[src/hdl/tlpd_pkg.sv]
// Shared types, constants and helpers for the typed length-prefixed deframer.
`default_nettype none

package tlpd_pkg;

  // Frame layout
  localparam int unsigned HeaderBytes = 13;
  localparam int unsigned SeqLastPos  = 8;
  localparam int unsigned HdrCntW     = 4;
  localparam int unsigned LengthBits  = 32;
  localparam int unsigned SeqW        = 64;

  // Known frame types
  localparam logic [7:0] TypeRgb   = 8'h01;
  localparam logic [7:0] TypeDepth = 8'h02;
  localparam logic [7:0] TypeImu   = 8'h03;
  localparam logic [7:0] TypeCloud = 8'h08;
  localparam logic [7:0] TypeConf  = 8'h09;

  typedef enum logic [2:0] {
    ChRgb     = 3'd0,
    ChDepth   = 3'd1,
    ChImu     = 3'd2,
    ChCloud   = 3'd3,
    ChConf    = 3'd4,
    ChUnknown = 3'd5
  } channel_e;

  // One output word
  typedef struct packed {
    channel_e         channel;
    logic [7:0]       payload_byte;
    logic             byte_present;
    logic [SeqW-1:0]  sequence_res;
    logic             frame_last;
  } result_t;

  // Map a frame type byte to its channel code
  function automatic channel_e channel_of(input logic [7:0] t);
    channel_e ch;
    case (t)
      TypeRgb:   ch = ChRgb;
      TypeDepth: ch = ChDepth;
      TypeImu:   ch = ChImu;
      TypeCloud: ch = ChCloud;
      TypeConf:  ch = ChConf;
      default:   ch = ChUnknown;
    endcase
    return ch;
  endfunction

endpackage

`default_nettype wire

[src/hdl/typed_length_prefixed_deframer_top.sv]
// Top level of the typed length-prefixed deframer.
// A result is registered into the output buffer when its byte is accepted.
// One byte per cycle while in_ready_o is high; the parser steps on each byte.
// A two-word output buffer takes one more word while the output stalls.
// Reset (rst_ni low, asynchronous) returns the parser to header byte zero
// and empties the output buffer.
`default_nettype none

module typed_length_prefixed_deframer_top (
  input  wire logic        clk_i,
  input  wire logic        rst_ni,
  input  wire logic        in_valid_i,
  output logic             in_ready_o,
  input  wire logic [7:0]  data_byte_i,
  output logic             out_valid_o,
  input  wire logic        out_ready_i,
  output logic [2:0]       channel_o,
  output logic [7:0]       payload_byte_o,
  output logic             byte_present_o,
  output logic [63:0]      sequence_res_o,
  output logic             frame_last_o
);

  logic              accept;
  logic              push;
  tlpd_pkg::result_t push_word;
  tlpd_pkg::result_t out_word;

  assign accept = in_valid_i && in_ready_o;

  tlpd_core u_core (
    .clk_i       (clk_i),
    .rst_ni      (rst_ni),
    .accept_i    (accept),
    .data_byte_i (data_byte_i),
    .push_o      (push),
    .result_o    (push_word)
  );

  tlpd_outbuf u_outbuf (
    .clk_i       (clk_i),
    .rst_ni      (rst_ni),
    .push_i      (push),
    .push_word_i (push_word),
    .ready_o     (in_ready_o),
    .valid_o     (out_valid_o),
    .ready_i     (out_ready_i),
    .word_o      (out_word)
  );

  assign channel_o      = out_word.channel;
  assign payload_byte_o = out_word.payload_byte;
  assign byte_present_o = out_word.byte_present;
  assign sequence_res_o = out_word.sequence_res;
  assign frame_last_o   = out_word.frame_last;

  // Input only backs up when both buffer words are full
  a_stall_full: assert property (@(posedge clk_i) disable iff (!rst_ni)
    !in_ready_o |-> out_valid_o)
    else $error("input stalled with empty output");

  // Empty markers always close a frame
  a_marker_last: assert property (@(posedge clk_i) disable iff (!rst_ni)
    (out_valid_o && !byte_present_o) |-> (frame_last_o && payload_byte_o == 8'h00))
    else $error("marker word without last flag or with data");

  // Unknown frames never pass bytes
  a_unknown_nodata: assert property (@(posedge clk_i) disable iff (!rst_ni)
    (out_valid_o && channel_o == tlpd_pkg::ChUnknown) |-> !byte_present_o)
    else $error("byte passed on unknown channel");

  // A full buffer that is drained frees the input next cycle
  a_drain_ready: assert property (@(posedge clk_i) disable iff (!rst_ni)
    (!in_ready_o && out_ready_i) |=> in_ready_o)
    else $error("input not released after drain");

endmodule

`default_nettype wire

[src/hdl/tlpd_core.sv]
// Header parser and payload counter: consumes one stream byte per accept.
`default_nettype none

module tlpd_core (
  input  wire logic              clk_i,
  input  wire logic              rst_ni,
  input  wire logic              accept_i,
  input  wire logic [7:0]        data_byte_i,
  output logic                   push_o,
  output tlpd_pkg::result_t      result_o
);

  localparam int unsigned LenW = tlpd_pkg::LengthBits;

  logic                           in_payload_q, in_payload_d;
  logic [tlpd_pkg::HdrCntW-1:0]   hdr_cnt_q, hdr_cnt_d;
  tlpd_pkg::channel_e             chan_q, chan_d;
  logic [tlpd_pkg::SeqW-1:0]      seq_q, seq_d;
  logic [LenW-1:0]                len_q, len_d;
  logic [LenW-1:0]                left_q, left_d;

  logic [LenW-1:0]                len_shift;
  logic [LenW-1:0]                left_dec;
  logic                           hdr_done;

  // length keeps only its low LenW bits
  assign len_shift = LenW'({len_q, data_byte_i});
  assign left_dec  = left_q - LenW'(1);
  assign hdr_done  = (hdr_cnt_q == tlpd_pkg::HdrCntW'(tlpd_pkg::HeaderBytes - 1));

  // Next state
  always_comb begin
    in_payload_d = in_payload_q;
    hdr_cnt_d    = hdr_cnt_q;
    chan_d       = chan_q;
    seq_d        = seq_q;
    len_d        = len_q;
    left_d       = left_q;
    if (accept_i) begin
      if (!in_payload_q) begin
        if (hdr_cnt_q == '0) begin
          chan_d = tlpd_pkg::channel_of(data_byte_i);
          seq_d  = '0;
          len_d  = '0;
        end else if (hdr_cnt_q <= tlpd_pkg::HdrCntW'(tlpd_pkg::SeqLastPos)) begin
          seq_d = {seq_q[tlpd_pkg::SeqW-9:0], data_byte_i};
        end else begin
          len_d = len_shift[LenW-1:0];
        end
        if (hdr_done) begin
          hdr_cnt_d = '0;
          if (len_shift[LenW-1:0] != '0) begin
            left_d       = len_shift[LenW-1:0];
            in_payload_d = 1'b1;
          end
        end else begin
          hdr_cnt_d = hdr_cnt_q + tlpd_pkg::HdrCntW'(1);
        end
      end else begin
        left_d = left_dec;
        if (left_dec == '0) begin
          in_payload_d = 1'b0;
          hdr_cnt_d    = '0;
        end
      end
    end
  end

  // Result word for this byte
  always_comb begin
    push_o                = 1'b0;
    result_o.channel      = chan_q;
    result_o.payload_byte = 8'h00;
    result_o.byte_present = 1'b0;
    result_o.sequence_res = seq_q;
    result_o.frame_last   = 1'b1;
    if (accept_i) begin
      if (!in_payload_q) begin
        // empty frame marker at the last header byte
        if (hdr_done && (len_shift[LenW-1:0] == '0)) begin
          push_o = 1'b1;
        end
      end else if (chan_q == tlpd_pkg::ChUnknown) begin
        // unknown type: only its end shows up
        push_o = (left_dec == '0);
      end else begin
        push_o                = 1'b1;
        result_o.payload_byte = data_byte_i;
        result_o.byte_present = 1'b1;
        result_o.frame_last   = (left_dec == '0);
      end
    end
  end

  always_ff @(posedge clk_i or negedge rst_ni) begin
    if (!rst_ni) begin
      in_payload_q <= 1'b0;
      hdr_cnt_q    <= '0;
      chan_q       <= tlpd_pkg::ChRgb;
      left_q       <= '0;
    end else begin
      in_payload_q <= in_payload_d;
      hdr_cnt_q    <= hdr_cnt_d;
      chan_q       <= chan_d;
      left_q       <= left_d;
    end
  end

  // header payload registers
  always_ff @(posedge clk_i) begin
    seq_q <= seq_d;
    len_q <= len_d;
  end

endmodule

`default_nettype wire

[src/hdl/tlpd_outbuf.sv]
// Two-word output buffer: output register plus skid register.
`default_nettype none

module tlpd_outbuf (
  input  wire logic              clk_i,
  input  wire logic              rst_ni,
  input  wire logic              push_i,
  input  wire tlpd_pkg::result_t push_word_i,
  output logic                   ready_o,
  output logic                   valid_o,
  input  wire logic              ready_i,
  output tlpd_pkg::result_t      word_o
);

  logic              out_valid_q, out_valid_d;
  logic              skid_valid_q, skid_valid_d;
  tlpd_pkg::result_t out_q, out_d;
  tlpd_pkg::result_t skid_q, skid_d;
  logic              pop;

  assign pop     = out_valid_q && ready_i;
  assign ready_o = !skid_valid_q;
  assign valid_o = out_valid_q;
  assign word_o  = out_q;

  // Buffer update: keep word order, skid only fills while output stalls
  always_comb begin
    out_valid_d  = out_valid_q;
    skid_valid_d = skid_valid_q;
    out_d        = out_q;
    skid_d       = skid_q;
    if (pop) begin
      if (skid_valid_q) begin
        out_d        = skid_q;
        skid_valid_d = push_i;
        skid_d       = push_word_i;
      end else begin
        out_valid_d = push_i;
        out_d       = push_word_i;
      end
    end else if (push_i) begin
      if (!out_valid_q) begin
        out_valid_d = 1'b1;
        out_d       = push_word_i;
      end else begin
        skid_valid_d = 1'b1;
        skid_d       = push_word_i;
      end
    end
  end

  always_ff @(posedge clk_i or negedge rst_ni) begin
    if (!rst_ni) begin
      out_valid_q  <= 1'b0;
      skid_valid_q <= 1'b0;
    end else begin
      out_valid_q  <= out_valid_d;
      skid_valid_q <= skid_valid_d;
    end
  end

  always_ff @(posedge clk_i) begin
    out_q  <= out_d;
    skid_q <= skid_d;
  end

endmodule

`default_nettype wire
[config.mk]
export PLATFORM = sky130hd
export DESIGN_NAME = typed_length_prefixed_deframer_top
export DESIGN_NICKNAME = d
export VERILOG_FILES = /design/src/hdl/tlpd_pkg.sv /design/src/hdl/typed_length_prefixed_deframer_top.sv /design/src/hdl/tlpd_core.sv /design/src/hdl/tlpd_outbuf.sv
export SDC_FILE = /design/constraint.sdc
export NUM_CORES = 1
export LEC_CHECK = 0
export BUFFER_PORTS_ARGS = -buffer_cell sky130_fd_sc_hd__buf_2
export CAP_MARGIN = 20
export CORE_MARGIN = 2
export CORE_UTILIZATION = 58
export CTS_CLUSTER_DIAMETER = 150
export DETAILED_ROUTE_END_ITERATION = 7
export PLACE_DENSITY_LB_ADDON = 0.1
export SLEW_MARGIN = 0
export SYNTH_ARGS = -nofsm -noshare
export SYNTH_HDL_FRONTEND = slang
export SYNTH_SLANG_ARGS = --single-unit
[constraint.sdc]
create_clock -name clk_i -period 11.9 [get_ports clk_i]
set_clock_uncertainty 0.2 [all_clocks]
set_input_delay 1.19 -clock clk_i [delete_from_list [all_inputs] [get_ports clk_i]]
set_output_delay 1.19 -clock clk_i [all_outputs]
set_load 0.01 [all_outputs]
==> flow_summary.html <==
<table>
<tr><th>Metric</th><th>Value</th></tr>
<tr><th colspan="2">Floorplanning</th></tr>
<tr><td>Die boundary width</td><td>146 um</td></tr>
<tr><td>Site row count</td><td>52</td></tr>
<tr><td>Placeable core region</td><td>20000 um2</td></tr>
<tr><td>Vertical extent of the die</td><td>146 um</td></tr>
<tr><td># IOs</td><td>91</td></tr>
<tr><td>Die Footprint</td><td>21400 um2</td></tr>
<tr><td>Starting utilization of the core area</td><td>58.6%</td></tr>
<tr><th colspan="2">Clocking</th></tr>
<tr><td>Post-CTS Setup Inserts</td><td>0</td></tr>
<tr><td>Maximum buffer depth of the clock tree</td><td>3</td></tr>
<tr><td>Clock insertion delay at the later pin of the skew report</td><td>0.56 ns</td></tr>
<tr><td>Clock transition at the register clock pins on the worst setup and hold paths after CTS</td><td>0.06 ns</td></tr>
<tr><td>Hold bufs inserted after CTS</td><td>0</td></tr>
<tr><td>CTS resizes</td><td>0</td></tr>
<tr><td>CTS Root Buffer Type</td><td>sky130_fd_sc_hd__clkbuf_16</td></tr>
<tr><td>Sink Count</td><td>284</td></tr>
<tr><td>Number of buffers created by CTS</td><td>28</td></tr>
<tr><td>CTS tree</td><td>done</td></tr>
<tr><td>CTS H-tree depth</td><td>1</td></tr>
<tr><th colspan="2">Route</th></tr>
<tr><td>Count of vias placed by the detailed router</td><td>7442</td></tr>
<tr><td>Count of nets left with antenna violations after detail routing</td><td>0</td></tr>
<tr><td>Post-Route WL</td><td>23100 um</td></tr>
<tr><td>Post-route DRC</td><td>0</td></tr>
<tr><td>Drt first-iter violations</td><td>528</td></tr>
<tr><td>Metal3 WL</td><td>1240 um</td></tr>
<tr><td>Detail-routed net length per standard cell</td><td>17.6 um</td></tr>
<tr><td>Post-detailed-route via-to-cell ratio</td><td>5.65</td></tr>
<tr><td>Met2 routed wirelength</td><td>10900 um</td></tr>
<tr><td>Total iterations of the first detailed-routing run</td><td>5</td></tr>
<tr><td>Top layer reached by signal wires</td><td>met4</td></tr>
<tr><td>Met1 layer wirelength in the final routing</td><td>10400 um</td></tr>
<tr><th colspan="2">Global route</th></tr>
<tr><td>GRT Overall Usage</td><td>21.4%</td></tr>
<tr><td>Total congestion overflow</td><td>0</td></tr>
<tr><td>First-pass GRT wire length</td><td>36700 um</td></tr>
<tr><td>Via count of the first global-routing pass</td><td>6798</td></tr>
<tr><td>Pin count of the biggest net entering global routing</td><td>82</td></tr>
<tr><td>Number of antenna violations at the first check in global routing</td><td>1</td></tr>
<tr><th colspan="2">STA</th></tr>
<tr><td>Final count of pins violating max slew</td><td>0</td></tr>
<tr><td>RSZ-0062 raised after global routing</td><td>false</td></tr>
<tr><td>Max-slew headroom at the worst pin</td><td>29.6%</td></tr>
<tr><td>Ratio of final minimum period to clock period</td><td>42.4%</td></tr>
<tr><td>Max frequency</td><td>0.198 GHz</td></tr>
<tr><td>Worst hold margin</td><td>0.249 ns</td></tr>
<tr><td>Measured slew at the worst slew-check pin</td><td>1.06 ns</td></tr>
<tr><td>Number of endpoints with negative hold slack in the final report</td><td>0</td></tr>
<tr><td>Count of endpoints failing setup in the final report</td><td>0</td></tr>
<tr><td>Minimum clock period</td><td>5.05 ns</td></tr>
<tr><td>TNS Setup</td><td>0 ns</td></tr>
<tr><th colspan="2">Worst setup path</th></tr>
<tr><td>WP data arrival</td><td>5.03 ns</td></tr>
<tr><td>Required time of the critical path</td><td>11.88 ns</td></tr>
<tr><td>Worst Setup End Kind</td><td>flip-flop</td></tr>
<tr><td>CP Max Fanout</td><td>52</td></tr>
<tr><td>Slowest cell delay on critical path</td><td>0.65 ns</td></tr>
<tr><td>Startpoint-to-endpoint class of the critical path</td><td>reg -&gt; reg</td></tr>
<tr><td>Slowest cell on the critical path</td><td>sky130_fd_sc_hd__buf_4</td></tr>
<tr><td>Buffers &amp; Inverters on Critical Path</td><td>2</td></tr>
<tr><td>Worst setup SP type</td><td>flip-flop</td></tr>
<tr><td>Worst-path cell chain</td><td>inv_1, ha_1, or3b_1, nor4_4, and4b_1, o21ai_0, a2111oi_0, nand4_2, nand3_1, a31o_4, buf_4</td></tr>
<tr><td>Largest delay share family, worst path</td><td>simple AND/OR/NAND/NOR gates</td></tr>
<tr><th colspan="2">Cells and area</th></tr>
<tr><td>Post-Layout Inst Area</td><td>13400 um2</td></tr>
<tr><td>Layout Cells excl Fill</td><td>1318</td></tr>
<tr><td>Fraction of final layout cells with drive strength greater than 1</td><td>15.1%</td></tr>
<tr><td>Net total in the final layout</td><td>1041</td></tr>
<tr><td>Post-synthesis to final-layout area growth</td><td>13.8%</td></tr>
<tr><td>Final cell utilization of the core</td><td>66.7%</td></tr>
<tr><th colspan="2">Outcome</th></tr>
<tr><td>Outcome</td><td>completed</td></tr>
<tr><th colspan="2">Logic synthesis</th></tr>
<tr><td>Number of instances in the synthesized netlist</td><td>947</td></tr>
<tr><td>Register area share after synthesis</td><td>70.8%</td></tr>
<tr><td>Most used standard cells in the synthesized netlist</td><td>sky130_fd_sc_hd__edfxtp_1 (242), sky130_fd_sc_hd__nand2_1 (218), sky130_fd_sc_hd__and2_1 (92), sky130_fd_sc_hd__clkbuf_1 (42), sky130_fd_sc_hd__dfrtp_1 (42)</td></tr>
<tr><td>Number of distinct library cell variants in the gate-level netlist after synthesis</td><td>57</td></tr>
<tr><td>Share of async-settable or async-resettable flops after synthesis</td><td>14.8%</td></tr>
<tr><td>Number of synthesized flops with an enable pin</td><td>242</td></tr>
<tr><td>Most frequently used cell type in the post-synthesis netlist</td><td>sky130_fd_sc_hd__edfxtp_1</td></tr>
<tr><td>Mapped Avg Cell Area</td><td>12.4 um2</td></tr>
<tr><td>Top cells by area in the synthesized netlist</td><td>sky130_fd_sc_hd__edfxtp_1 (62%), sky130_fd_sc_hd__dfrtp_1 (8.9%), sky130_fd_sc_hd__nand2_1 (7.0%)</td></tr>
<tr><td>Share of the synthesized area in the top cell type</td><td>61.8%</td></tr>
<tr><td>Post-synth net total</td><td>963</td></tr>
<tr><td>Primary FF master, synth</td><td>sky130_fd_sc_hd__edfxtp_1</td></tr>
<tr><td>Dominant cell type by area after synthesis</td><td>sky130_fd_sc_hd__edfxtp_1</td></tr>
<tr><td>Number of register bits inferred by synthesis</td><td>284</td></tr>
<tr><td>Number of warning messages in the yosys log</td><td>0</td></tr>
<tr><td>Summed instance area of the synthesized netlist</td><td>11800 um2</td></tr>
<tr><th colspan="2">Pwr</th></tr>
<tr><td>Cell area power density</td><td>257 nW/um2</td></tr>
<tr><td>Leakage</td><td>5.11 nW</td></tr>
<tr><td>Maximum VDD drop</td><td>0.162 mV</td></tr>
<tr><th colspan="2">Min path</th></tr>
<tr><td>Min-Delay Path Class</td><td>reg -&gt; reg</td></tr>
<tr><th colspan="2">Flow run</th></tr>
<tr><td>Maximum capacitance violations</td><td>0</td></tr>
<tr><th colspan="2">Placed design</th></tr>
<tr><td>Cell count after placement</td><td>1263</td></tr>
<tr><td>Area of placed instances</td><td>12400 um2</td></tr>
<tr><td>Placed wire-length estimate after detailed placement</td><td>14000 um</td></tr>
<tr><td>Final weighted congestion of routability-driven global placement</td><td>0.924</td></tr>
<tr><td>Number of buffer cells added on primary ports</td><td>90</td></tr>
</table>
## layout make-up
class | count | area (um2)
antenna | 1 | 2.50
tap | 270 | 338
multi-input combinational | 602 | 3230
timing repair buffer | 100 | 546
fill | 1512 | 6670
sequential | 284 | 8320
inverter | 9 | 33.8
clock inverter | 20 | 185
clock buffer | 32 | 716
## per-layer routing
layer  up-vias  global-route usage, %
met5         -                      0
met4         0                   7.48
met3        50                   3.22
met2       224                   33.4
met1      3593                   31.5
li1       3575                      -
## cell usage in the layout (no fill, tap or decap), types with 2 or more instances in the layout
cell,netlist,layout
sky130_fd_sc_hd__nand3_1,38,37
sky130_fd_sc_hd__a22o_1,2,2
sky130_fd_sc_hd__nand2b_1,3,3
sky130_fd_sc_hd__clkinv_2,0,4
sky130_fd_sc_hd__edfxtp_1,242,242
sky130_fd_sc_hd__or3_1,6,5
sky130_fd_sc_hd__dfrtp_1,42,42
sky130_fd_sc_hd__o2bb2ai_1,2,2
sky130_fd_sc_hd__a21oi_1,37,37
sky130_fd_sc_hd__clkbuf_1,42,4
sky130_fd_sc_hd__nor3_1,21,21
sky130_fd_sc_hd__mux2i_1,2,2
sky130_fd_sc_hd__buf_2,3,90
sky130_fd_sc_hd__inv_1,9,9
sky130_fd_sc_hd__nor3b_1,5,5
sky130_fd_sc_hd__a2111oi_0,2,2
sky130_fd_sc_hd__clkinvlp_4,0,7
sky130_fd_sc_hd__ha_1,4,4
sky130_fd_sc_hd__nand2_1,218,218
sky130_fd_sc_hd__a21o_1,10,10
sky130_fd_sc_hd__nor2b_1,3,3
sky130_fd_sc_hd__nand3b_1,2,2
sky130_fd_sc_hd__clkinv_1,0,6
sky130_fd_sc_hd__mux2_2,2,2
sky130_fd_sc_hd__bufinv_16,0,2
sky130_fd_sc_hd__a32o_1,3,2
sky130_fd_sc_hd__clkbuf_16,0,28
sky130_fd_sc_hd__or4_1,5,5
sky130_fd_sc_hd__buf_4,0,8
sky130_fd_sc_hd__a31oi_1,3,3
sky130_fd_sc_hd__nor4_1,14,14
sky130_fd_sc_hd__o22ai_1,29,29
sky130_fd_sc_hd__xor2_1,3,3
sky130_fd_sc_hd__and2_1,92,91
sky130_fd_sc_hd__nand4_1,7,7
sky130_fd_sc_hd__nor2_1,26,25
sky130_fd_sc_hd__o21ai_0,34,34
sky130_fd_sc_hd__xnor2_1,5,5
sky130_fd_sc_hd__and3_1,2,2
## worst paths after layout
| path | slack [ns] | start | cells past startpoint | to |
|---|---|---|---|---|
| min in group asynchronous | 0.38 | rst_ni | 1 | u_core.left_q[11] |
| worst min register to register | 0.25 | u_core.seq_q[58] | 0 | u_outbuf.skid_q[59] |
| worst max register to register | 6.85 | u_core.left_q[0] | 11 | u_outbuf.skid_q[72] |
| worst min-delay path | 0.25 | u_core.seq_q[58] | 0 | u_outbuf.skid_q[59] |
| max in group asynchronous | 10.62 | rst_ni | 2 | u_core.left_q[31] |
| worst max-delay path | 6.85 | u_core.left_q[0] | 11 | u_outbuf.skid_q[72] |
## power by group
group          total [mW]  switching, mW  internal, mW
Combinational        1.05          0.671         0.384
Sequential           1.53          0.139          1.39
Clock               0.855          0.376         0.479
## flip-flops by register name, indices dropped and copies added, names as in the netlist
name	cells
u_outbuf.word_o	77
u_core.seq_q	64
u_outbuf.valid_o	1
u_core.in_payload_q	1
u_outbuf.skid_q	77
u_core.hdr_cnt_q	4
u_core.chan_q	3
u_core.len_q	24
u_outbuf.skid_valid_q	1
u_core.left_q	32
## cells by family after synthesis
family,Yosys count,synth area share (%)
AND/OR/NAND/NOR,452,18.7
XOR/XNOR,8,0.596
flip-flops,284,70.8
multiplexers,4,0.362
AO/OA/AOI/OAI,134,6.96
buffers and inverters,61,2.12
adder cells (fa/ha/maj),4,0.426
## per-stage QoR
stage	setup slack [ns]	power, mW
2_1_floorplan	6.72	2.30
3_3_place_gp	7.01	2.58
3_5_place_dp	6.89	2.60
4_1_cts	6.89	3.46
5_1_grt	6.60	3.64
6_report	6.85	3.44
Note: power is estimated with default switching activity, not from simulation.
